File: src/rtl/xxh_pkg.sv
`timescale 1ns / 1ps
// ----------------------------------------------------------------------------
// xxh_pkg
// Constants, types and helpers shared by the dual-seed xxh64 hasher.
// ----------------------------------------------------------------------------
package xxh_pkg;

	localparam logic [63:0] P1 = 64'h9E3779B185EBCA87;
	localparam logic [63:0] P2 = 64'hC2B2AE3D27D4EB4F;
	localparam logic [63:0] P3 = 64'h165667B19E3779F9;
	localparam logic [63:0] P4 = 64'h85EBCA77C2B2AE63;
	localparam logic [63:0] P5 = 64'h27D4EB2F165667C5;

	localparam int unsigned CFG_IDX_W = 4;
	localparam logic [CFG_IDX_W-1:0] REG_SEED_A = 4'd0;
	localparam logic [CFG_IDX_W-1:0] REG_SEED_B = 4'd1;

	// classified message word, as held in the front queue
	typedef struct packed {
		logic [63:0] word;
		logic [3:0]  n;
		logic        full;
		logic        last;
	} item_t;

	typedef struct packed {
		logic        start;
		logic [63:0] a;
		logic [63:0] b;
	} mul_req_t;

	typedef struct packed {
		logic        done;
		logic [63:0] p;
	} mul_rsp_t;

	typedef enum logic [3:0] {
		B_IDLE,
		B_ACC_M1,
		B_ACC_M2,
		B_FIN_INIT,
		B_FV_M1,
		B_FV_M2,
		B_FV_M3,
		B_FP_M1,
		B_FP_M2,
		B_FP_M3,
		B_FT_M1,
		B_FT_M2,
		B_AV_M1,
		B_AV_M2,
		B_OUT
	} back_state_t;

	function automatic logic [63:0] rotl64(input logic [63:0] x, input int unsigned r);
		return (x << r) | (x >> (64 - r));
	endfunction

endpackage

File: src/rtl/xxh_in_if.sv
`timescale 1ns / 1ps
// ----------------------------------------------------------------------------
// xxh_in_if
// Message word channel: one beat carries one little-endian 64-bit word.
// ----------------------------------------------------------------------------
interface xxh_in_if;
	logic        valid;
	logic        ready;
	logic [63:0] data_word;
	logic [3:0]  valid_bytes;
	logic        last;

	modport source (output valid, output data_word, output valid_bytes, output last,
		input ready);
	modport sink (input valid, input data_word, input valid_bytes, input last,
		output ready);
endinterface

File: src/rtl/xxh_front.sv
`timescale 1ns / 1ps
// ----------------------------------------------------------------------------
// xxh_front
// Accepts message words, sizes and masks them, and queues them for the back.
// ----------------------------------------------------------------------------
module xxh_front (
	input  logic           clk,
	input  logic           arst_n,
	xxh_in_if.sink         msg,
	output xxh_pkg::item_t item,
	output logic           item_valid,
	input  logic           item_ready
);

	xxh_pkg::item_t q_mem [2];
	logic           wr_ptr_q;
	logic           rd_ptr_q;
	logic [1:0]     count_q;

	logic           push;
	logic           pop;
	logic [3:0]     nb;
	logic [6:0]     sh;
	xxh_pkg::item_t cls;

	// a word that is not last always counts as eight bytes
	always_comb begin
		if (!msg.last) begin
			nb = 4'd8;
		end else if (msg.valid_bytes > 4'd8) begin
			nb = 4'd8;
		end else begin
			nb = msg.valid_bytes;
		end
		sh = 7'd64 - {nb, 3'b000};
		cls.n = nb;
		cls.full = (nb == 4'd8);
		cls.last = msg.last;
		cls.word = cls.full ? msg.data_word : (msg.data_word & ({64{1'b1}} >> sh));
	end

	assign msg.ready = (count_q != 2'd2);
	assign push = msg.valid && msg.ready;
	assign item_valid = (count_q != 2'd0);
	assign pop = item_valid && item_ready;
	assign item = q_mem[rd_ptr_q];

	always_ff @(posedge clk) begin
		if (push) begin
			q_mem[wr_ptr_q] <= cls;
		end
	end

	always_ff @(posedge clk or negedge arst_n) begin
		if (!arst_n) begin
			wr_ptr_q <= 1'b0;
			rd_ptr_q <= 1'b0;
			count_q <= 2'd0;
		end else begin
			if (push) begin
				wr_ptr_q <= ~wr_ptr_q;
			end
			if (pop) begin
				rd_ptr_q <= ~rd_ptr_q;
			end
			case ({push, pop})
				2'b10: count_q <= count_q + 2'd1;
				2'b01: count_q <= count_q - 2'd1;
				default: count_q <= count_q;
			endcase
		end
	end

endmodule

File: src/flat_wrapper.sv
// flat-port wrapper written by rule: the top's interface ports become plain ports
module xxh_front_flat 
  (clk, arst_n, item, item_valid, item_ready, msg_valid, msg_data_word, msg_valid_bytes, msg_last, msg_ready);
  xxh_in_if msg_i ();
  input  logic clk;
  input  logic arst_n;
  output xxh_pkg::item_t item;
  output logic item_valid;
  input  logic item_ready;
  input wire logic [$bits(msg_i.valid)-1:0] msg_valid;
  input wire logic [$bits(msg_i.data_word)-1:0] msg_data_word;
  input wire logic [$bits(msg_i.valid_bytes)-1:0] msg_valid_bytes;
  input wire logic [$bits(msg_i.last)-1:0] msg_last;
  output wire logic [$bits(msg_i.ready)-1:0] msg_ready;
  assign msg_i.valid = msg_valid;
  assign msg_i.data_word = msg_data_word;
  assign msg_i.valid_bytes = msg_valid_bytes;
  assign msg_i.last = msg_last;
  assign msg_ready = msg_i.ready;
  xxh_front u_core (.clk(clk), .arst_n(arst_n), .msg(msg_i), .item(item), .item_valid(item_valid), .item_ready(item_ready));
endmodule
File: config.mk
export PLATFORM = sky130hd
export DESIGN_NAME = xxh_front_flat
export DESIGN_NICKNAME = d
export VERILOG_FILES = /design/src/rtl/xxh_pkg.sv /design/src/rtl/xxh_in_if.sv /design/src/rtl/xxh_front.sv /design/src/flat_wrapper.sv
export SDC_FILE = /design/constraint.sdc
export NUM_CORES = 1
export LEC_CHECK = 0
export BUFFER_PORTS_ARGS = -buffer_cell sky130_fd_sc_hd__buf_2
export CORE_MARGIN = 8
export CORE_UTILIZATION = 59
export CTS_BUF_LIST = sky130_fd_sc_hd__clkbuf_8
export DETAILED_ROUTE_END_ITERATION = 10
export GPL_TIMING_DRIVEN = 0
export PLACE_DENSITY = 0.87
export REMOVE_ABC_BUFFERS = 1
export SLEW_MARGIN = 0
export SYNTH_ARGS = -nofsm -noshare
export SYNTH_HDL_FRONTEND = slang
export SYNTH_SLANG_ARGS = --single-unit
export TNS_END_PERCENT = 30
File: constraint.sdc
create_clock -name clk -period 9.5 [get_ports clk]
set_input_delay 1.9 -clock clk [delete_from_list [all_inputs] [get_ports clk]]
set_output_delay 1.9 -clock clk [all_outputs]
set_load 0.02 [all_outputs]
After elaboration in Yosys (flattened, before gate mapping)
Memory sizes are Yosys's and may differ from the RTL's.
Index checks and enable logic that the tools add are counted.
{ "classes": {"addsub": 3, "multipliers": 0, "div": 0, "order_cmp": 1, "eq_ne": 4, "shifts": 1, "n_mux": 6, "n_bitwise": 3, "reduce_logical": 4} }
{ "ops": {"columns": ["cell", "count"], "rows": [
  ["64-bit bitwise AND", 1],
  ["64-bit 2-to-1 mux", 1],
  ["64-bit by 7-bit right shift with 64-bit output, first input constant", 1],
  ["4-bit 2-to-1 mux", 2],
  ["7-bit subtractor, first input constant", 1],
  ["4-bit equality test, second input constant", 1],
  ["4-bit greater-than comparator, second input constant", 1],
  ["2-bit case mux with 2 select lines", 1],
  ["2-bit nonzero test", 2],
  ["2-bit by 1-bit adder with 2-bit output, second input constant", 1],
  ["2-bit by 1-bit equality test with 1-bit output, second input constant", 1],
  ["2-bit equality test, second input constant", 1],
  ["1-bit logical AND", 2],
  ["1-bit 2-to-1 mux", 2],
  ["2-bit inequality test, second input constant", 1],
  ["1-bit inverter", 2],
  ["2-bit by 1-bit subtractor with 2-bit output, second input constant", 1]
]} }
{ "totals": {"regBits": 4, "latchBits": 0, "mem_bits_rw": 140, "rom_bits": 0, "input_bits": 73, "out_inout_bits": 72, "mem_count": 1} }
{ "mem_list": {"columns": ["name", "words", "word_bits", "rd", "rd_ports_with_merged_regs", "write_ports", "line_no", "source"], "rows": [
  ["u_core.q_mem", 2, 70, 1, 0, 1, "xxh_front.sv:15", "xxh_pkg::item_t q_mem [2];"]
]} }

Longest topological paths before layout
Gate-level depths: netlist of the first run.
{ "depth": {"ltp_word": 7, "mapped_depth": 8, "mapped_depth_nobuf": 7} }

Worst setup path after synthesis of the first run
No wires, ideal clock.
{ "synth_path": {"path_kind": "input port to flip-flop", "start": "in msg_valid", "end": "mem u_core.q_mem[0][0] (netlist bit) (enable)", "setup_time_ns": 0.499, "arrival_time_ns": 4.925, "setup_slack_ns": 4.077, "path_stages": 2, "path_cell_list": "nand2_1 > nor2_1"} }
{ "synth_between": {"elab_chain_cells": 3} }
{ "synth_rtl": {"columns": ["element", "line_no", "source"], "rows": [
  ["from (decl)", "flat_wrapper.sv:10", "input wire logic [$bits(msg_i.valid)-1:0] msg_valid;"],
  ["1-bit logical AND", "xxh_front.sv:43", "assign push = msg.valid && msg.ready;"],
  ["1-bit 2-to-1 mux", "xxh_front.sv:49", "if (push) begin"],
  ["1-bit 2-to-1 mux (not written as such)", "xxh_front.sv:50", "q_mem[wr_ptr_q] <= cls;"],
  ["to (decl)", "xxh_front.sv:15", null]
]} }
Every way passes these cells.

==> results of run 1 <==
[worst max-delay path by stage]
stage | slack (ns) | endpoint | start
detailed placement | 5.04 | u_core.q_mem[1][66] | msg_last
CTS | 5.46 | u_core.q_mem[0][48] | msg_last
global placement | 2.48 | u_core.q_mem[0][43] | msg_valid
global route | 5.48 | item[41] | u_core.rd_ptr_q
finish | 5.58 | item[41] | u_core.rd_ptr_q
floorplan | 4.08 | u_core.q_mem[0][0] | msg_valid
[per-layer routing]
| metal | up-vias | global-route usage, % |
|---|---|---|
| li1 | 1604 | - |
| met1 | 1662 | 19.7 |
| met2 | 108 | 31.1 |
| met3 | 13 | 5.33 |
| met4 | 0 | 7.17 |
| met5 | - | 0 |
[through the flow]
stage | hold WS, ns | setup WS, ns | cell area [µm²]
after floorplan | 0.457 | 4.08 | 5870
after global placement | 0.473 | 2.48 | 6760
after detailed placement | 0.490 | 5.04 | 6870
after CTS | 0.504 | 5.46 | 7240
after global routing | 0.529 | 5.48 | 7240
final | 0.499 | 5.58 | 7250
[cells in the mapped netlist, drive strengths merged]
cell / count / share of area, %
inv: 11 / 0.69
a21oi: 1 / 0.084
dfrtp: 4 / 1.7
and2b: 1 / 0.13
nor2: 11 / 0.69
xnor2: 3 / 0.44
nor3b: 48 / 6.1
and2: 2 / 0.21
mux2: 71 / 13
or2: 1 / 0.11
and3: 1 / 0.11
and3b: 1 / 0.15
nor2b: 9 / 0.95
nand3b: 1 / 0.13
mux2i: 2 / 0.34
nor4: 1 / 0.36
o22ai: 1 / 0.21
edfxtp: 140 / 71
buf: 15 / 1.4
clkbuf: 1 / 0.063
nand2: 5 / 0.32
nand2b: 3 / 0.32
xor2: 2 / 0.29
ha: 4 / 0.84
a21boi: 2 / 0.25
o21ba: 1 / 0.17
[logic make-up (layout without fill, tap and decap cells)]
group,after synthesis,in the layout,share of synthesized area [%]
AO/OA/AOI/OAI,5,5,0.714
multiplexers,73,73,13.8
flip-flops,144,144,72.3
AND/OR/NAND/NOR,84,84,9.50
other,0,1,0
buffers and inverters,27,192,2.12
adder cells (fa/ha/maj),4,4,0.840
XOR/XNOR,5,5,0.735
[critical path, stage by stage, from the launching register on]
cell and delay [ns]:
dfrtp_4 0.75, buf_12 0.29, mux2_2 0.36, buf_2 0.16
[cell type report]
| class | instances | area [µm²] | area share, % |
|---|---|---|---|
| Sequential cell | 144 | 4310 | 59.5 |
| Multi-Input combinational cell | 171 | 1550 | 21.3 |
| Timing Repair Buffer | 149 | 820 | 11.3 |
| Clock buffer | 17 | 234 | 3.23 |
| Tap cell | 133 | 166 | 2.30 |
| Clock inverter | 15 | 129 | 1.78 |
| Inverter | 11 | 41.3 | 0.570 |
| Antenna cell | 1 | 2.50 | 0.0345 |
[power groups by stage]
stage	logic (W)	clock network, W	registers (W)
3_3_place_gp	0.000688	0	0.000999
5_1_grt	0.000779	0.000475	0.000962
6_report	0.000734	0.000440	0.000947
3_5_place_dp	0.000744	0	0.000961
2_1_floorplan	0.000479	0	0.000968
4_1_cts	0.000747	0.000449	0.000948
[sequential cells by signal (all words and copies together) (netlist names)]
signal / count
u_core.rd_ptr_q: 1
u_core.wr_ptr_q: 1
u_core.count_q: 2
u_core.q_mem: 140
==> summary.md, run 1 <==
| Metric | Value |
|---|---|
| Outcome | finished, final reports clean |
| Final hold vios | 0 |
| Hold Path Class | flip-flop to flip-flop |
| Die area | 13600 µm² |
| Internal Power | 0.00141 W |
| Final ANT Viol Nets | 0 |
| Vias in the first global route | 3663 |
| DRC Markers | 0 |
| Clk_lat worst skew | 0.42 ns |
| Hold Startpoint | u_core.count_q[1] |
| Post-CTS sizing | 0 |
| Clk slew on worst S/H paths | 0.07 ns |
| Vias/cell | 5.28 |
| Buffers inserted during post-CTS setup optimization | 0 |
| Clock Skew | 0.00820 ns |
| Fin Setup TNS | 0 ns |
| Max-slew violation count | 0 |
| H-tree depth | 4 |
| Critical path peak fanout | 37 |
| Max-slew headroom | 34.2% |
| Port buffer count | 144 |
| First-pass GRT wire length | 18000 µm |
| Sink Count | 144 |
| Vias | 3387 |
| Initial antenna violation count | 0 |
| Final min period | 3.92 ns |
| Pwr per Cell Area | 293 nW/µm² |
| Gate power share | 34.6% |
| Die Height | 116 µm |
| Mapped cell area | 5960 µm² |
| Grt total ovfl | 0 |
| Most common cell after layout, fill and taps aside | buf_2 |
| # rows | 36 |
| Met2 routed WL | 6320 µm |
| DR WL met3 | 886 µm |
| Reg2Reg Depth | 5 |
| Static Leakage | 2.74 nW |
| CP endpoint kind | output port |
| Final period utilization | 41.2% |
| Die W | 116 µm |
| Max Cap Violations | 0 |
| Ratio of cells with drive above 1 in the final layout | 49.9% |
| Hold Path Stages | 1 |
| Post-Syn Instances | 342 |
| Routed WL | 12000 µm |
| Initial Util | 60.9% |
| Max Used Layer | met4 |
| Reg-to-reg setup timing slack | 7.61 ns |
| Seq/Total Area, Yosys | 72.3% |
| Maximum root-to-sink buffer count | 2 |
| Area grow syn2layout | 21.7% |
| Slew @ Worst Pin | 0.980 ns |
| Crit path DAT | 2.02 ns |
| Boundary Pins | 145 |
| Final Non-Filler Cells | 641 |
| Final-stage net count | 571 |
| Drt initial violations | 165 |
| Final Wtd Congestion | 0.702 |
| Metal-1 WL | 4590 µm |
| DPL Wire Length | 8060 µm |
| Synth cell types | 29 |
| Number of synthesis warnings | 0 |
| Root Buffer | clkbuf_8 |
| Syn Area/Cell | 17.4 µm² |
| VDD IR-drop max | 227 µV |
| Placed Cells incl. Taps | 608 |
| Sw Share | 33.6% |
| Worst R2R End | u_core.q_mem[0][35] |
| R2R Path Start | u_core.count_q[0] |
| Power Total | 0.00212 W |
| Most frequent cells in the layout | buf_2 (144), edfxtp_1 (140), mux2_2 (70) |
| Clock tree from TritonCTS | built |
| Flops & latches, synth | 144 |
| All-Layer GR Usage | 17.7% |
| Finished Core Util | 74.1% |
| Total CTS buffers | 17 |
| Min-Delay Endpoint | u_core.count_q[1] |
| Final setup fails | 0 |
| CTS Hold Bufs | 0 |
| CP Data Required Time | 7.60 ns |
| Fillcell total | 624 |
| First-pass DRT Iterations | 4 |
| Critical Setup Path Class | flip-flop to output port |
| RSZ-0062 raised after global routing | false |
| CP Launch Type | flip-flop |
| Core Area | 9770 µm² |
| Share of total power in the clock network | 20.7% |
| Switching component of the power | 0.000712 W |
| WL/cell | 18.7 µm |
| Sequential fraction of design power | 44.7% |
| Peak Freq | 0.255 GHz |
| Pin count of the biggest net entering global routing | 61 |
Power figures use the tool's default switching activity.
==> run 2, diff against run 1 <==
--- a/config.mk
+++ b/config.mk
@@ -7,11 +7,11 @@
 export LEC_CHECK = 0
 export BUFFER_PORTS_ARGS = -buffer_cell sky130_fd_sc_hd__buf_2
 export CORE_MARGIN = 8
-export CORE_UTILIZATION = 59
+export CORE_UTILIZATION = 50
 export CTS_BUF_LIST = sky130_fd_sc_hd__clkbuf_8
 export DETAILED_ROUTE_END_ITERATION = 10
 export GPL_TIMING_DRIVEN = 0
-export PLACE_DENSITY = 0.87
+export PLACE_DENSITY = 0.78
 export REMOVE_ABC_BUFFERS = 1
 export SLEW_MARGIN = 0
 export SYNTH_ARGS = -nofsm -noshare
==> constraint.sdc (replaced) <==
create_clock -name clk -period 3.6 [get_ports clk]
set_input_delay 0.72 -clock clk [delete_from_list [all_inputs] [get_ports clk]]
set_output_delay 0.72 -clock clk [all_outputs]
set_load 0.02 [all_outputs]
==> summary.md, run 2 (synthesis results as in run 1) <==
| Metric | Value |
|---|---|
| Outcome | finished, final reports clean |
| DRC Markers | 0 (unchanged) |
| Core Area | 11800 µm² (+21%) |
| First-pass DRT Iterations | 4 (unchanged) |
| Drt initial violations | 206 (+25%) |
| Die area | 15700 µm² (+15%) |
| Buffers inserted during post-CTS setup optimization | 0 (unchanged) |
| Finished Core Util | 61.7% (-12 points) |
| Largest regs | u_core.q_mem x140, u_core.count_q x2 |
| CP Data Required Time | 2.88 ns (-4.72 ns) |
| All-Layer GR Usage | 15.2% (-2.5 points) |
| Final ANT Viol Nets | 0 (unchanged) |
| Vias | 3392 (+0.15%) |
| # rows | 40 (+11%) |
| Critical Setup Path Class | flip-flop to output port |
| Die Height | 125 µm (+7.4%) |
| Hold Path Class | input pin to async pin |
| Routed WL | 11900 µm (-0.42%) |
| CTS Hold Bufs | 0 (unchanged) |
| Pre-CTS setup slack | 0.679 ns (-4.36 ns) |
| Vias in the first global route | 3742 (+2.2%) |
| Final min period | 2.64 ns |
| First-pass GRT wire length | 18500 µm (+3.0%) |
| Final Non-Filler Cells | 656 (+2.3%) |
| Critical path peak fanout | 55 (+49%) |
| Final Wtd Congestion | 0.724 (+3.1%) |
| Initial antenna violation count | 0 (unchanged) |
| Port buffer count | 144 (unchanged) |
| Ratio of cells with drive above 1 in the final layout | 50.5% (+0.59 points) |
| Max-slew violation count | 0 (unchanged) |
| CP endpoint kind | output port |
| Final setup fails | 0 (unchanged) |
| WL/cell | 18.2 µm (-2.7%) |
| Max Cap Violations | 0 (unchanged) |
| Clk_lat worst skew | 0.43 ns (about the same) |
| H-tree depth | 4 (unchanged) |
| Maximum root-to-sink buffer count | 2 (unchanged) |
| Post-CTS sizing | 0 (unchanged) |
| Crit path DAT | 1.92 ns (-0.10 ns) |
| Sink Count | 144 (unchanged) |
| Die W | 125 µm (+7.4%) |
| Area grow syn2layout | 22.4% |
| Initial Util | 50.4% (-11 points) |
| Final period utilization | 73.3% |
| Antenna cells | 0 (-1) |
| DPL Wire Length | 8120 µm (+0.80%) |
| VDD IR-drop max | 518 µV (+130%) |
| Biggest register | u_core.q_mem |
| Max reg flops | 140 (unchanged) |
| Placed Cells incl. Taps | 624 (+2.6%) |
| Slew @ Worst Pin | 0.714 ns (-0.266 ns) |
| Pin count of the biggest net entering global routing | 56 (-8.2%) |
| Clk slew on worst S/H paths | 0.07 ns (about the same) |
| Hold slack | 0.0832 ns (-0.416 ns) |
| Static Leakage | 2.76 nW (+0.92%) |
| Most frequent cells in the layout | buf_2 (144), edfxtp_1 (140), mux2_2 (70) |
| Grt total ovfl | 0 (unchanged) |
| CP Launch Type | flip-flop |
| Root Buffer | clkbuf_8 |
| Clock Skew | 0.00683 ns (-0.00137 ns) |
| Boundary Pins | 145 (unchanged) |
| Peak Freq | 0.379 GHz |
| Final WS setup | 0.962 ns (-4.62 ns) |
| Final-stage net count | 573 (+0.35%) |
| Pwr per Cell Area | 771 nW/µm² (+160%) |
| Max-slew headroom | 51.0% (+17 points) |
| Vias/cell | 5.17 (-2.1%) |
| Most common cell after layout, fill and taps aside | buf_2 |
| RSZ-0062 raised after global routing | false |
| Clock tree from TritonCTS | built |
| Total CTS buffers | 17 (unchanged) |
| Final hold vios | 0 (unchanged) |
## run 2: final cells by class
type | instances | area (µm²)
inverters | 11 | 41.3
flip-flops and latches | 144 | 4310
repair buffers | 151 | 853
clock inverters | 15 | 129
multi-input cells | 171 | 1540
well taps | 147 | 184
fillers | 931 | 4520
clock buffers | 17 | 234
## run 2: worst max-delay path, cell delays in order, from the launching register on
cell and delay, ns:
dfrtp_4 0.60, buf_16 0.32, mux2_2 0.39, buf_2 0.16
## run 2: per-layer routing
metal / vias up / routed length [µm] / GRT usage, %
li1: 1607 / - / -
met1: 1674 / 4790 / 15.4
met2: 93 / 6220 / 27.6
met3: 18 / 681 / 5.23
met4: 0 / 221 / 7.23
met5: - / 0 / 0
## run 2: power breakdown
part / switching (W) / internal (W)
Combinational: 0.00118 / 0.000810
Sequential: 0.000137 / 0.00232
Clock: 0.000571 / 0.000596
Total: 0.00189 / 0.00373
## run 2: final timing paths
| check | cells past startpoint | slack (ns) | startpoint | to |
|---|---|---|---|---|
| worst max-delay path | 3 | 0.96 | u_core.rd_ptr_q | item[37] |
| worst min-delay path | 1 | 0.08 | arst_n | u_core.rd_ptr_q |
| worst max register to register | 4 | 1.72 | u_core.count_q[0] | u_core.q_mem[0][12] |
| worst min register to register | 1 | 0.51 | u_core.count_q[1] | u_core.count_q[1] |
| max in group asynchronous | 1 | 3.38 | arst_n | u_core.rd_ptr_q |
| min in group clk | 1 | 0.51 | u_core.count_q[1] | u_core.count_q[1] |
## run 2: metrics by stage
stage	instance area, µm²	setup TNS, ns	total power (W)
after floorplan	5870	-45.04	0.00382
after global placement	6780	-202.76	0.00447
after detailed placement	6920	0	0.00453
after CTS	7290	0	0.00570
after global routing	7290	0	0.00589
final	7290	0	0.00562
==> run 3, diff against run 2 <==
--- a/config.mk
+++ b/config.mk
@@ -5,13 +5,14 @@
 export SDC_FILE = /design/constraint.sdc
 export NUM_CORES = 1
 export LEC_CHECK = 0
+export ABC_AREA = 1
 export BUFFER_PORTS_ARGS = -buffer_cell sky130_fd_sc_hd__buf_2
 export CORE_MARGIN = 8
-export CORE_UTILIZATION = 50
+export CORE_UTILIZATION = 55
 export CTS_BUF_LIST = sky130_fd_sc_hd__clkbuf_8
 export DETAILED_ROUTE_END_ITERATION = 10
 export GPL_TIMING_DRIVEN = 0
-export PLACE_DENSITY = 0.78
+export PLACE_DENSITY = 0.82
 export REMOVE_ABC_BUFFERS = 1
 export SLEW_MARGIN = 0
 export SYNTH_ARGS = -nofsm -noshare
==> constraint.sdc (replaced) <==
create_clock -name clk -period 2.45 [get_ports clk]
set_input_delay 0.49 -clock clk [delete_from_list [all_inputs] [get_ports clk]]
set_output_delay 0.49 -clock clk [all_outputs]
set_load 0.02 [all_outputs]
==> summary.md, run 3 <==
| Metric | Value |
|---|---|
| Pin count of the biggest net entering global routing | 72 (+29%) |
| Final hold vios | 0 (unchanged) |
| Max-slew violation count | 0 (unchanged) |
| Main synth FF type | edfxtp_1 |
| # rows | 38 (-5.0%) |
| Critical path's most frequent cell | nand2_1 |
| CP endpoint kind | output port |
| DRC Markers | 0 (unchanged) |
| Die Height | 120 µm (-4.0%) |
| Max Cap Violations | 0 (unchanged) |
| Antenna cells | 0 (unchanged) |
| First-pass GRT wire length | 19800 µm (+6.6%) |
| Yosys top cell by area | edfxtp_1 |
| Finished Core Util | 68.8% (+7.1 points) |
| Placed Cells incl. Taps | 825 (+32%) |
| Asr flop ratio synth | 2.78% (unchanged) |
| Outcome | finished, final reports clean |
| WL/cell | 14.8 µm (-19%) |
| Seq/Total Area, Yosys | 72.1% (-0.18 points) |
| Largest regs | u_core.q_mem x140, u_core.count_q x2 |
| Grt total ovfl | 0 (unchanged) |
| Core Area | 10700 µm² (-9.4%) |
| Static Leakage | 3.51 nW (+27%) |
| Post-synth EDFFs | 140 (unchanged) |
| First-pass DRT Iterations | 5 (+1) |
| Ratio of cells with drive above 1 in the final layout | 27.2% (-23 points) |
| Clk slew on worst S/H paths | 0.08 ns (about the same) |
| Switching component of the power | 0.00338 W (+79%) |
| Slew @ Worst Pin | 0.609 ns (-0.105 ns) |
| Sink Count | 144 (unchanged) |
| Initial Util | 55.8% (+5.4 points) |
| Crit path DAT | 1.77 ns (-0.15 ns) |
| Clk_lat worst skew | 0.42 ns (about the same) |
| Total CTS buffers | 17 (unchanged) |
| Max reg flops | 140 (unchanged) |
| Boundary Pins | 145 (unchanged) |
| DPL Wire Length | 8550 µm (+5.3%) |
| Most common cell after layout, fill and taps aside | nand2_1 |
| Synth cell types | 19 (-34%) |
| Flops & latches, synth | 144 (unchanged) |
| Die W | 120 µm (-4.0%) |
| Area share of the largest cell type after synthesis | 70.4% (-0.18 points) |
| VDD IR-drop max | 1050 µV (+100%) |
| Sw Share | 39.1% (+5.4 points) |
| Root Buffer | clkbuf_8 |
| Worst path slowest cell | dfrtp_4 |
| Biggest register | u_core.q_mem |
| Hold Path Class | input pin to flip-flop |
| Vias in the first global route | 4208 (+12%) |
| Internal Power | 0.00527 W (+41%) |
| Clock tree from TritonCTS | built |
| Routed WL | 12700 µm (+6.6%) |
| Max-slew headroom | 59.3% (+8.3 points) |
| Gate power share | 38.4% (+2.9 points) |
| Share of total power in the clock network | 20.5% (-0.3 points) |
| Max stage delay on crit path | 0.46 ns (-0.14 ns) |
| Port buffer count | 144 (unchanged) |
| Critical Setup Path Class | flip-flop to output port |
| Mapped cell area | 5970 µm² (+0.25%) |
| Number of synthesis warnings | 0 (unchanged) |
| Fin Setup TNS | 0 ns (unchanged) |
| Pwr per Cell Area | 1180 nW/µm² (+53%) |
| Hold slack | 0.306 ns (+0.223 ns) |
| Initial antenna violation count | 1 (+1) |
| Maximum root-to-sink buffer count | 2 (unchanged) |
| All-Layer GR Usage | 17.3% (+2.1 points) |
| CP Data Required Time | 1.96 ns (-0.92 ns) |
| Final Wtd Congestion | 0.753 (+4.1%) |
| Drt initial violations | 288 (+40%) |
| Post-synth top cells | nand2_1 (222), edfxtp_1 (140), inv_1 (76), nor2_1 (67), buf_2 (8) |
| Area grow syn2layout | 23.3% |
| CP Launch Type | flip-flop |
| Syn Area/Cell | 10.8 µm² (-38%) |
| Critical path peak fanout | 71 (+29%) |
| Sequential fraction of design power | 41.1% (-2.7 points) |
| Vias/cell | 4.77 (-7.7%) |
| Final Non-Filler Cells | 860 (+31%) |
| Top-count cell post-synth | nand2_1 |
| Vias | 4106 (+21%) |
| Clock Skew | 0.00921 ns (+0.00238 ns) |
| RSZ-0062 raised after global routing | false |
| Crit-path cells | buf_16 > clkinv_16 > nand2_1 > nand2_1 > buf_2 |
| Final setup fails | 0 (unchanged) |
| Post-Syn Instances | 551 (+61%) |
| Top cells by area, synth | edfxtp_1 (70%), nand2_1 (14%), inv_1 (4.8%) |
| Most frequent cells in the layout | nand2_1 (222), buf_2 (144), edfxtp_1 (140) |
| Final-stage net count | 784 (+37%) |
| Final ANT Viol Nets | 0 (unchanged) |
| Final min period | 2.26 ns |
| Die area | 14400 µm² (-7.8%) |
| Final period utilization | 92.1% |
| Peak Freq | 0.443 GHz |
| H-tree depth | 4 (unchanged) |
==> run 3: cells by family (layout without fill, tap and decap cells) <==
kind of cell / Yosys count / after routing / synth area share, %
AO/OA/AOI/OAI: 3 / 3 / 0.251
buffers and inverters: 93 / 262 / 6.01
adder cells (fa/ha/maj): 4 / 4 / 0.838
XOR/XNOR: 3 / 3 / 0.440
flip-flops: 144 / 144 / 72.1
AND/OR/NAND/NOR: 304 / 304 / 20.4
==> run 3: worst max-delay path: cells and delay by family, from the launching register on <==
family,cells,cell delay [ns]
and+or+nand+nor,2,0.20
buffers and inverters,3,0.62
DFF,1,0.46
==> run 3: stage by stage <==
stage | instance area [µm²] | setup slack [ns] | power [W]
floorplan | 5900 | -1.76 | 0.00565
global placement | 6800 | -3.29 | 0.00674
detailed placement | 6920 | -0.385 | 0.00690
CTS | 7330 | -0.0214 | 0.00870
global route | 7360 | 0.0814 | 0.00916
finish | 7360 | 0.194 | 0.00866
==> run 3: metal layers <==
metal	GRT usage [%]	vias to the layer above	routed length, µm
met3	6.95	16	1040
met5	0	-	8
li1	-	2050	-
met2	30.4	143	6690
met1	18.5	1895	4790
met4	6.64	2	176
==> run 3: layout make-up <==
class | instances | area [µm²]
multi-input cells | 314 | 1320
fillers | 806 | 3340
repair buffers | 152 | 857
clock inverters | 15 | 146
well taps | 140 | 175
flip-flops and latches | 144 | 4310
inverters | 78 | 319
clock buffers | 17 | 234
==> run 3: worst paths after layout <==
path	from	to	slack, ns	depth (start not counted)
max reg2reg	u_core.count_q[0]	u_core.q_mem[0][47]	0.38	6
min reg2reg	u_core.count_q[0]	u_core.count_q[0]	0.53	1
min in group asynchronous	arst_n	u_core.rd_ptr_q	0.39	2
max in group asynchronous	arst_n	u_core.rd_ptr_q	1.93	2
min	msg_last	u_core.q_mem[1][0]	0.31	1
max	u_core.rd_ptr_q	item[23]	0.19	5
==> run 3: power by group through the flow <==
stage          combinational [W]  sequential, W  clock, W
2_1_floorplan            0.00192        0.00372         0
3_3_place_gp             0.00292        0.00383         0
4_1_cts                  0.00326        0.00362   0.00182
5_1_grt                  0.00365        0.00360   0.00191
3_5_place_dp             0.00324        0.00367         0
6_report                 0.00333        0.00356   0.00177
==> run 3: timing repair <==
| item | 4_1_cts | 5_1_grt |
|---|---|---|
| hold buffers | 1 | 0 |
| endpoints found under the setup margin | 70 | 70 |
| gates resized for setup | 6 | 2 |
| endpoints found under the hold margin | 4 | 0 |
| buffers inserted | 0 | 2 |
